File: src/hw/rtl/assert_macros.svh
// ----------------------------------------------------------------------------
// assertion macros
// concurrent checks, compiled out when ASSERT_OFF is defined
// ----------------------------------------------------------------------------
`ifndef ASSERT_MACROS_SVH
`define ASSERT_MACROS_SVH

`ifndef ASSERT_OFF

`define ASSERT_IMPLIES(label, clk, rst, a, b) \
  label: assert property (@(posedge clk) disable iff (rst) (a) |-> (b)) \
    else $error("assertion failed");

`define ASSERT_NEXT(label, clk, rst, a, b) \
  label: assert property (@(posedge clk) disable iff (rst) (a) |=> (b)) \
    else $error("assertion failed");

`define ASSERT_NEVER(label, clk, rst, a) \
  label: assert property (@(posedge clk) disable iff (rst) !(a)) \
    else $error("assertion failed");

`else

`define ASSERT_IMPLIES(label, clk, rst, a, b)
`define ASSERT_NEXT(label, clk, rst, a, b)
`define ASSERT_NEVER(label, clk, rst, a)

`endif

`endif

File: src/hw/rtl/kvh_pkg.sv
// ----------------------------------------------------------------------------
// kvh_pkg
// shared types and codes of the key-value hash table
// ----------------------------------------------------------------------------
`timescale 1ns / 1ps

package kvh_pkg;

  localparam int KEY_W = 31;
  localparam int VAL_W = 32;
  localparam int IN_TDATA_W = 72;
  localparam int OUT_TDATA_W = 40;

  typedef logic [1:0] op_t;
  localparam op_t OP_GET = 2'd0;
  localparam op_t OP_PUT = 2'd1;
  localparam op_t OP_REMOVE = 2'd2;

  typedef logic [1:0] res_t;
  localparam res_t RES_OK = 2'd0;
  localparam res_t RES_MISS = 2'd1;
  localparam res_t RES_FULL = 2'd2;

  // controller to datapath
  typedef struct packed {
    logic clr_write;
    logic load;
    logic rd_input;
    logic mod_step;
    logic rd_bucket;
    logic exec;
  } dp_cmd_t;

  // datapath to controller
  typedef struct packed {
    logic clr_last;
    logic mod_last;
  } dp_sts_t;

endpackage

File: src/hw/rtl/kvh_ctrl.sv
// ----------------------------------------------------------------------------
// kvh_ctrl
// sequencer for the memory clear, request load, bucket remainder and
// execute steps, plus the result valid flag
// ----------------------------------------------------------------------------
`timescale 1ns / 1ps
`include "assert_macros.svh"

module kvh_ctrl #(
  parameter int BUCKETS = 128
) (
  input  logic             clk,
  input  logic             rst,
  input  logic             s_tvalid,
  output logic             s_tready,
  output logic             m_tvalid,
  input  logic             m_tready,
  output kvh_pkg::dp_cmd_t ctl,
  input  kvh_pkg::dp_sts_t sts
);
  import kvh_pkg::*;

  localparam bit IS_POW2 = ((BUCKETS & (BUCKETS - 1)) == 0);

  typedef enum logic [4:0] {
    ST_CLEAR = 5'b00001,
    ST_IDLE  = 5'b00010,
    ST_MOD   = 5'b00100,
    ST_READ  = 5'b01000,
    ST_EXEC  = 5'b10000
  } state_t;

  state_t state;
  state_t state_next;

  always_comb begin
    state_next = state;
    ctl        = '0;
    s_tready   = 1'b0;
    unique case (state)
      ST_CLEAR: begin
        ctl.clr_write = 1'b1;
        if (sts.clr_last) begin
          state_next = ST_IDLE;
        end
      end
      ST_IDLE: begin
        s_tready = 1'b1;
        if (s_tvalid) begin
          ctl.load     = 1'b1;
          ctl.rd_input = IS_POW2;
          state_next   = IS_POW2 ? ST_EXEC : ST_MOD;
        end
      end
      ST_MOD: begin
        ctl.mod_step = 1'b1;
        if (sts.mod_last) begin
          state_next = ST_READ;
        end
      end
      ST_READ: begin
        ctl.rd_bucket = 1'b1;
        state_next    = ST_EXEC;
      end
      ST_EXEC: begin
        if (!m_tvalid || m_tready) begin
          ctl.exec   = 1'b1;
          state_next = ST_IDLE;
        end
      end
      default: begin
        state_next = ST_CLEAR;
      end
    endcase
  end

  always_ff @(posedge clk) begin
    if (rst) begin
      state    <= ST_CLEAR;
      m_tvalid <= 1'b0;
    end else begin
      state <= state_next;
      if (ctl.exec) begin
        m_tvalid <= 1'b1;
      end else if (m_tready) begin
        m_tvalid <= 1'b0;
      end
    end
  end

  `ASSERT_NEVER(a_no_overwrite, clk, rst, ctl.exec && m_tvalid && !m_tready)
  `ASSERT_NEXT(a_exec_valid, clk, rst, ctl.exec, m_tvalid)
  `ASSERT_NEXT(a_load_advance, clk, rst, s_tvalid && s_tready, state == ST_EXEC || state == ST_MOD)
  `ASSERT_IMPLIES(a_clear_quiet, clk, rst, state == ST_CLEAR, !s_tready && !m_tvalid)

endmodule

File: config.mk
export PLATFORM = sky130hd
export DESIGN_NAME = kvh_ctrl
export DESIGN_NICKNAME = d
export VERILOG_FILES = /design/src/hw/rtl/kvh_pkg.sv /design/src/hw/rtl/kvh_ctrl.sv
export VERILOG_INCLUDE_DIRS = /design/src /design/src/hw/rtl
export SDC_FILE = /design/constraint.sdc
export NUM_CORES = 1
export LEC_CHECK = 0
export BUFFER_PORTS_ARGS = -buffer_cell sky130_fd_sc_hd__buf_2
export CAP_MARGIN = 10
export CORE_AREA = 2 2 39 41
export DETAILED_ROUTE_END_ITERATION = 16
export DIE_AREA = 0 0 41 43
export HOLD_SLACK_MARGIN = 0.1
export PLACE_DENSITY_LB_ADDON = 0.12
export SLEW_MARGIN = 20
export SYNTH_ARGS = -nofsm -noshare
export SYNTH_HDL_FRONTEND = slang
export SYNTH_SLANG_ARGS = --single-unit
File: constraint.sdc
create_clock -name clk -period 1 [get_ports clk]
set_input_delay 0.15 -clock clk [delete_from_list [all_inputs] [get_ports clk]]
set_output_delay 0.15 -clock clk [all_outputs]
set_load 0.005 [all_outputs]
==> results.tsv, run 1 <==
stage	metric	value	unit
route	ant_nets	0	
logic_synthesis	avgSynthCellArea	8.049	um^2
logic_synthesis	yosysTopAreaCellShare	33.16	%
worst_setup_path	worstPathMaxFanout	4	
sta	rsz0062_at_grt	true	
worst_setup_path	end_kind	output pin	
pwr	leakagePower	0.2031	nW
cells_and_area	n_antenna_cell	0	
floorplan	die_h	43	um
route	wl_per_cell	10.09	um
place	pre_cts_ws	-0.02557	ns
place	placed_area	315.3	um^2
route	drt-pass1-iter-count	2	
worst_setup_path	reg2reg_from	state[4]$_SDFFE_PP0P_	
place	globalplace.congestion	0.6861	
logic_synthesis	synth_edf_count	0	
cells_and_area	drive_above_1_share	68.75	%
place	hpwl	433.4	um
route	vias_per_cell	4.047	
floorplan	design.core.area	1384	um^2
pwr	power_frac_comb	23.9	%
sta	finClkSkew	0.004572	ns
logic_synthesis	synth_most_common_cell	dfxtp_1	
clocking	h-tree-depth	1	
floorplan	die_w	41	um
route	vias	259	
logic_synthesis	synth_commonest_cells	dfxtp_1, buf_4, nor3_1	
worst_setup_path	criticalPathCategory	flip-flop to output pin	
floorplan	start_util	17.45	%
grt	antenna_found_initial	0	
pwr	p_per_area	1109	nW/um^2
clocking	clk_path_buf_depth	2	
pwr	power.internal	0.3737	mW
logic_synthesis	syn_area	241.5	um^2
sta	fmax	865.6	MHz
sta	hold_ws	0.2154	ns
pwr	p_sw_share	25.21	%
hold_path	holdPathStages	3	
worst_setup_path	worstSetupStartpointType	flip-flop	
hold_path	min_from	sts[1]	
hold_path	hp-class	input pin to flip-flop	
sta	hold_violations	0	
clocking	numCtsBuffers	3	
clocking	cts_tree	yes	
cells_and_area	stdcell_area	450.4	um^2
grt	grtUsageTotal	9.347	%
logic_synthesis	synthTopCellsByArea	dfxtp_1, buf_4, nor3_1	
floorplan	num_rows	14	
job	max-cap-violations	0	
place	io_buffers	10	
worst_setup_path	reg2reg_depth	3	
logic_synthesis	ys_seq_area_share	33.16	%
cells_and_area	area_growth	86.53	%
logic_synthesis	async_flop_share	0	%
grt	grt_max_degree	8	
floorplan	dieArea	1763	um^2
pwr	ir_worst_vdd	0.7418	mV
grt	grt_pass1_wl	1055	um
floorplan	io_pins	14	
sta	setup_viol	8	
logic_synthesis	yosysTopAreaCell	dfxtp_1	
clocking	root_buffer	clkbuf_4	
pwr	power_frac_clock	39.5	%
worst_setup_path	worstReg2RegEnd	state[1]$_SDFFE_PP0P_	
logic_synthesis	ys.flop_type	dfxtp_1	
route	remaining_drc_errors	0	
logic_synthesis	yosysUniqueCellTypes	19	
cells_and_area	nets	56	
place	post-place-cells	56	
grt	grt_pass1_vias	272	
worst_setup_path	reg2reg_slack	-0.04	ns
sta	worst_slack	-0.1552	ns
cells_and_area	final_cells	64	
pwr	p_seq_share	36.6	%
clocking	path_clk_slew	0.04	ns
sta	slew_violations	0	
hold_path	worstHoldEndpoint	state[0]$_SDFFE_PP1P_	
pwr	p_sw	0.1260	mW
clocking	clk_latency	0.23	ns
route	wirelength	646	um
sta	post-route-min-period	1.155	ns
outcome	failed_checks	negative setup slack	
route	drt_iter0_drc	2	
logic_synthesis	yosysWarnings	0	
outcome	outcome	finished with violations	
sta	fin_crit_sh	115.5	%
worst_setup_path	critical_path_arrival	1.01	ns
logic_synthesis	ys_seq_elements	4	
grt	globalRouteOverflowTotal	0	
logic_synthesis	synthCells	30	
clocking	cts_sinks	4	
worst_setup_path	cp.required	0.85	ns
[critical path, stage by stage, from the launching register on]
cell and delay (ns):
dfxtp_4 0.34, buf_6 0.11, nor3b_4 0.18, buf_2 0.14
[placed cells by master, fill, tap and decap left out, types with 2 or more instances in the layout]
cell type	n
buf_2	10
conb_1	2
clkbuf_4	3
buf_6	3
nand2b_4	2
inv_1	2
buf_4	4
dfxtp_4	3
[power by group through the flow]
stage / clock, mW / sequential [mW] / combinational (mW)
after floorplan: 0 / 0.175 / 0.0534
after global placement: 0 / 0.181 / 0.0730
after detailed placement: 0 / 0.182 / 0.0736
after CTS: 0.207 / 0.182 / 0.0991
after global routing: 0.223 / 0.184 / 0.130
final: 0.197 / 0.183 / 0.120
[layout make-up]
class,count,area [um^2]
flip-flops and latches,4,91.34
inverters,2,7.507
clock buffers,3,22.52
fillers,161,933.4
well taps,16,20.02
repair buffers,18,123.9
multi-input cells,21,185.2
[flip-flops by register name, indices dropped and copies added (netlist names)]
name      count
state         3
m_tvalid      1
[layer usage]
layer / global-route usage (%) / routed length, um / vias up
met3: 7.853 / 48 / 0
li1: - / - / 131
met2: 13.75 / 355 / 10
met4: 4.000 / 0 / 0
met5: 0 / 0 / -
met1: 9.032 / 242 / 118
[stage by stage]
step           util [%]  power (mW)   TNS, ns
3_5_place_dp      22.78      0.2553  -0.02557
2_1_floorplan         -      0.2281         0
5_1_grt           32.55      0.5370    -1.085
4_1_cts           30.29      0.4873   -0.7306
6_report          32.55      0.4997   -0.6818
3_3_place_gp      22.78      0.2543  -0.02520
[cells by family (layout without fill, tap and decap cells)]
group | Yosys count | after routing | synth area share, %
and+or+nand+nor | 12 | 12 | 33.16
AOI/OAI and AO/OA | 7 | 7 | 17.62
buffers and inverters | 6 | 23 | 14.51
DFF | 4 | 4 | 33.16
other | 1 | 2 | 1.553
[what timing repair did]
item	in CTS	in global routing
endpoints found under the hold margin	1	0
setup buffers	4	1
setup endpoints to repair	6	9
hold buffers	1	0
pin swaps	3	2
gates resized for setup	13	8
[worst max-delay path by stage]
stage,start,endpoint,cells past startpoint
2_1_floorplan,state[1]$_SDFFE_PP0P_,state[1]$_SDFFE_PP0P_,3
3_3_place_gp,state[1]$_SDFFE_PP0P_,state[1]$_SDFFE_PP0P_,3
3_5_place_dp,state[1]$_SDFFE_PP0P_,state[1]$_SDFFE_PP0P_,3
4_1_cts,state[4]$_SDFFE_PP0P_,ctl[5],3
5_1_grt,state[4]$_SDFFE_PP0P_,ctl[5],3
6_report,state[4]$_SDFFE_PP0P_,ctl[5],3
No activity file was read; power rests on OpenSTA's default activity.
==> run 2, diff against run 1 <==
--- a/config.mk
+++ b/config.mk
@@ -13,6 +13,7 @@
 export DIE_AREA = 0 0 41 43
 export HOLD_SLACK_MARGIN = 0.1
 export PLACE_DENSITY_LB_ADDON = 0.12
+export RECOVER_POWER = 50
 export SLEW_MARGIN = 20
 export SYNTH_ARGS = -nofsm -noshare
 export SYNTH_HDL_FRONTEND = slang
==> results.tsv, run 2 (synthesized netlist as in run 1, its figures left out) <==
stage	metric	value	unit
hold_path	min_from	sts[1]	
sta	worst_slack	-0.1552	ns
cells_and_area	stdcell_area	449.2	um^2
worst_setup_path	critical_path_arrival	1.01	ns
worst_setup_path	cpMaxStageDelayCell	dfxtp_4	
worst_setup_path	worstPathMaxFanout	4	
pwr	leakagePower	0.1987	nW
worst_setup_path	cp_cell_sequence	buf_6 > nor3b_4 > buf_2	
clocking	root_buffer	clkbuf_4	
sta	fmax	865.6	MHz
sta	slew_violations	0	
worst_setup_path	end_kind	output pin	
cells_and_area	largest_register_ffs	3	
cells_and_area	final_common_cell	buf_2	
place	hpwl	433.4	um
hold_path	hp-class	input pin to flip-flop	
route	ant_nets	0	
clocking	clk_path_buf_depth	2	
clocking	numCtsBuffers	3	
clocking	h-tree-depth	1	
route	remaining_drc_errors	0	
cells_and_area	final_cells	64	
floorplan	die_h	43	um
place	placed_area	315.3	um^2
pwr	p_per_area	1112	nW/um^2
floorplan	die_w	41	um
worst_setup_path	cp-startpoint	state[4]$_SDFFE_PP0P_	
grt	grt_pass1_vias	272	
worst_setup_path	reg2reg_from	state[4]$_SDFFE_PP0P_	
worst_setup_path	max_stage_delay	0.34	ns
sta	setup_viol	8	
worst_setup_path	cpLargestDelayFamily	flip-flops	
cells_and_area	layout_common_cells	buf_2, buf_4, clkbuf_4, buf_6, dfxtp_4	
place	pre_cts_ws	-0.02557	ns
clocking	path_clk_slew	0.04	ns
job	max-cap-violations	0	
place	io_buffers	10	
clocking	clk_latency	0.23	ns
pwr	ir_worst_vdd	0.7418	mV
outcome	failed_checks	negative setup slack	
cells_and_area	area_growth	86.01	%
cells_and_area	nets	56	
sta	fin_crit_sh	115.5	%
sta	rsz0062_at_grt	true	
floorplan	io_pins	14	
grt	grt_max_degree	8	
clocking	cts_tree	yes	
route	drt_iter0_drc	2	
grt	grt_pass1_wl	1055	um
sta	post-route-min-period	1.155	ns
floorplan	num_rows	14	
sta	finClkSkew	0.004572	ns
route	wl_per_cell	10.13	um
route	drt-pass1-iter-count	2	
route	vias_per_cell	4.063	
cells_and_area	reg_top3	state: 3 flops, m_tvalid: 1 flops	
floorplan	dieArea	1763	um^2
sta	hold_violations	0	
place	globalplace.congestion	0.6861	
worst_setup_path	cp.required	0.85	ns
floorplan	design.core.area	1384	um^2
place	post-place-cells	56	
cells_and_area	regMostFlops	state	
worst_setup_path	worstSetupStartpointType	flip-flop	
route	vias	260	
floorplan	start_util	17.45	%
outcome	outcome	finished with violations	
worst_setup_path	worst-path-buf-inv	2	
grt	grtUsageTotal	9.347	%
worst_setup_path	criticalPathCategory	flip-flop to output pin	
clocking	cts_sinks	4	
route	wirelength	648	um
grt	antenna_found_initial	0	
cells_and_area	drive_above_1_share	66.67	%
cells_and_area	n_antenna_cell	0	
grt	globalRouteOverflowTotal	0	
## run 2: cell types whose count changed in the layout (fill, tap and decap cells not counted)
cell      before  now
buf_2         10    9
clkbuf_1       0    1
## run 2: repair_timing
item,CTS,global route
pin swaps,3,2
setup buffers,4,1
resized for setup,13,8
setup endpoints to repair,6,9
hold buffers,1,0
hold endpoints to repair,1,0
## run 2: routing by layer
layer / global-route usage, % / vias up / part of all wire (%)
met5: 0 / - / 0
met4: 4.000 / 0 / 0
met3: 7.853 / 0 / 7.6
met2: 13.75 / 10 / 55
met1: 9.032 / 119 / 37
li1: - / 131 / -
## run 2: where the power goes
part / internal, mW / switching [mW]
sequential: 0.166 / 0.0164
clock: 0.134 / 0.0633
combinational: 0.0733 / 0.0463
## run 2: cell type report
type                       count  area (um^2)
timing repair buffer          18        122.6
clock buffer                   3        22.52
multi-input combinational     21        185.2
tap                           16        20.02
sequential                     4        91.34
fill                         160        934.6
inverter                       2        7.507
## run 2: path summary, 6_finish.rpt
kind / end / slack (ns) / cells past startpoint
worst max-delay path: ctl[5] / -0.16 / 3
worst min-delay path: state[0]$_SDFFE_PP1P_ / 0.22 / 3
worst max register to register: state[1]$_SDFFE_PP0P_ / -0.04 / 3
worst min register to register: state[0]$_SDFFE_PP1P_ / 0.62 / 2
## run 2: worst reg2reg max path, stage by stage (launching register included)
cell and delay [ns]:
dfxtp_4 0.34, or3b_1 0.39, a21oi_2 0.13, o21a_1 0.12
## run 2: stage by stage
stage	hold WS (ns)	TNS (ns)	power (mW)	utilization (%)
after floorplan	0.2262	0	0.2281	-
after detailed placement	0.3544	-0.02557	0.2553	22.78
after global placement	0.3527	-0.02520	0.2543	22.78
final	0.2154	-0.6818	0.4997	32.46
after CTS	0.2046	-0.7306	0.4873	30.29
after global routing	0.2160	-1.085	0.5370	32.46
==> run 3, diff against run 2 <==
--- a/config.mk
+++ b/config.mk
@@ -9,11 +9,13 @@
 export BUFFER_PORTS_ARGS = -buffer_cell sky130_fd_sc_hd__buf_2
 export CAP_MARGIN = 10
 export CORE_AREA = 2 2 39 41
+export CTS_CLUSTER_SIZE = 24
 export DETAILED_ROUTE_END_ITERATION = 16
 export DIE_AREA = 0 0 41 43
 export HOLD_SLACK_MARGIN = 0.1
 export PLACE_DENSITY_LB_ADDON = 0.12
 export RECOVER_POWER = 50
+export SETUP_SLACK_MARGIN = 0.3
 export SLEW_MARGIN = 20
 export SYNTH_ARGS = -nofsm -noshare
 export SYNTH_HDL_FRONTEND = slang
==> results.tsv, run 3 (synthesized netlist as in run 1, its figures left out) <==
stage	metric	value	unit
sta	fin_crit_sh	114.8	%
clocking	numCtsBuffers	3	
sta	hold_violations	0	
cells_and_area	layout_common_cells	buf_2, buf_6, clkbuf_4, dfxtp_2	
route	ant_nets	0	
cells_and_area	n_antenna_cell	0	
clocking	cts_tree	yes	
place	globalplace.congestion	0.7163	
hold_path	hp-class	input pin to flip-flop	
worst_setup_path	criticalPathCategory	flip-flop to output pin	
route	drt-pass1-iter-count	4	
route	wirelength	589	um
pwr	p_per_area	1123	nW/um^2
grt	antenna_found_initial	0	
cells_and_area	regMostFlops	state	
floorplan	die_h	43	um
place	io_buffers	10	
clocking	clk_latency	0.24	ns
cells_and_area	drive_above_1_share	67.39	%
place	hpwl	435	um
outcome	failed_checks	negative setup slack	
cells_and_area	nets	54	
grt	grt_pass1_vias	274	
clocking	h-tree-depth	1	
worst_setup_path	end_kind	output pin	
sta	rsz0062_at_grt	true	
worst_setup_path	critical_path_arrival	1.00	ns
pwr	leakagePower	0.1929	nW
grt	grt_max_degree	7	
sta	worst_slack	-0.1480	ns
floorplan	start_util	17.45	%
clocking	root_buffer	clkbuf_4	
sta	fmax	871.1	MHz
cells_and_area	area_growth	78.76	%
floorplan	num_rows	14	
worst_setup_path	cp-startpoint	state[1]$_SDFFE_PP0P_	
route	remaining_drc_errors	0	
sta	finClkSkew	0.002631	ns
route	drt_iter0_drc	5	
clocking	clk_path_buf_depth	2	
grt	grt_pass1_wl	1124	um
grt	globalRouteOverflowTotal	0	
place	placed_area	332.8	um^2
floorplan	dieArea	1763	um^2
sta	setup_viol	7	
clocking	cts_sinks	4	
sta	slew_violations	0	
sta	setup_tns	-0.6130	ns
worst_setup_path	cp.required	0.85	ns
floorplan	design.core.area	1384	um^2
route	wl_per_cell	9.500	um
worst_setup_path	reg2reg_from	state[4]$_SDFFE_PP0P_	
cells_and_area	stdcell_area	431.7	um^2
cells_and_area	reg_top3	state: 3 flops, m_tvalid: 1 flops	
clocking	path_clk_slew	0.03	ns
cells_and_area	final_common_cell	buf_2	
sta	post-route-min-period	1.148	ns
hold_path	min_from	rst	
route	vias	251	
worst_setup_path	worstPathMaxFanout	4	
cells_and_area	largest_register_ffs	3	
job	max-cap-violations	0	
route	vias_per_cell	4.048	
floorplan	die_w	41	um
worst_setup_path	worstSetupStartpointType	flip-flop	
pwr	ir_worst_vdd	0.5012	mV
outcome	outcome	finished with violations	
clocking	cts_hold_buf	0	
grt	grtUsageTotal	9.930	%
floorplan	io_pins	14	
[run 3: repair_timing]
item	in CTS	in global routing
pin swaps	3	1
endpoints found under the setup margin	10	10
gates resized for setup	12	4
hold endpoints to repair	0	0
gates cloned	0	0
setup buffers	2	0
[run 3: final cells by class]
class	instances	area [um^2]
Tap cell	16	20.02
Fill cell	149	952.2
Inverter	2	7.507
Sequential cell	4	87.58
Clock buffer	3	22.52
Timing Repair Buffer	16	116.4
Multi-Input combinational cell	21	177.7
[run 3: power breakdown]
group / internal (mW) / switching (mW)
Sequential: 0.170 / 0.0153
Clock: 0.134 / 0.0634
Combinational: 0.0606 / 0.0419
[run 3: metal layers]
metal,part of all wire (%),GRT usage (%),routed length (um),up-vias
met5,0,0,0,-
met4,0,4.000,0,0
met3,9.0,7.853,53,0
met2,53,15.63,315,9
met1,37,8.974,220,113
li1,-,-,-,129
[run 3: final timing paths]
kind                                 to  slack (ns)  cells past startpoint
setup / recovery                 ctl[5]       -0.15                      3
hold / removal    state[4]$_SDFFE_PP0P_        0.12                      2
setup reg to reg  state[1]$_SDFFE_PP0P_       -0.03                      3
hold reg to reg   m_tvalid$_SDFFE_PP0P_        0.61                      3
[run 3: per-stage QoR]
stage	worst slack, ns	instances	hold slack [ns]	util (%)	power, mW
floorplan	0.03117	31	0.2187	-	0.2338
global placement	-0.01230	57	0.3464	24.05	0.2614
detailed placement	-0.02135	57	0.3473	24.05	0.2607
CTS	-0.1408	62	0.1139	29.57	0.4770
global route	-0.1942	62	0.1228	31.19	0.5186
finish	-0.1480	62	0.1180	31.19	0.4849
[run 3: critical path, cell delays in order (launching register included)]
cell     delay, ns
dfxtp_4       0.35
buf_6         0.12
nor3b_4       0.16
buf_2         0.14
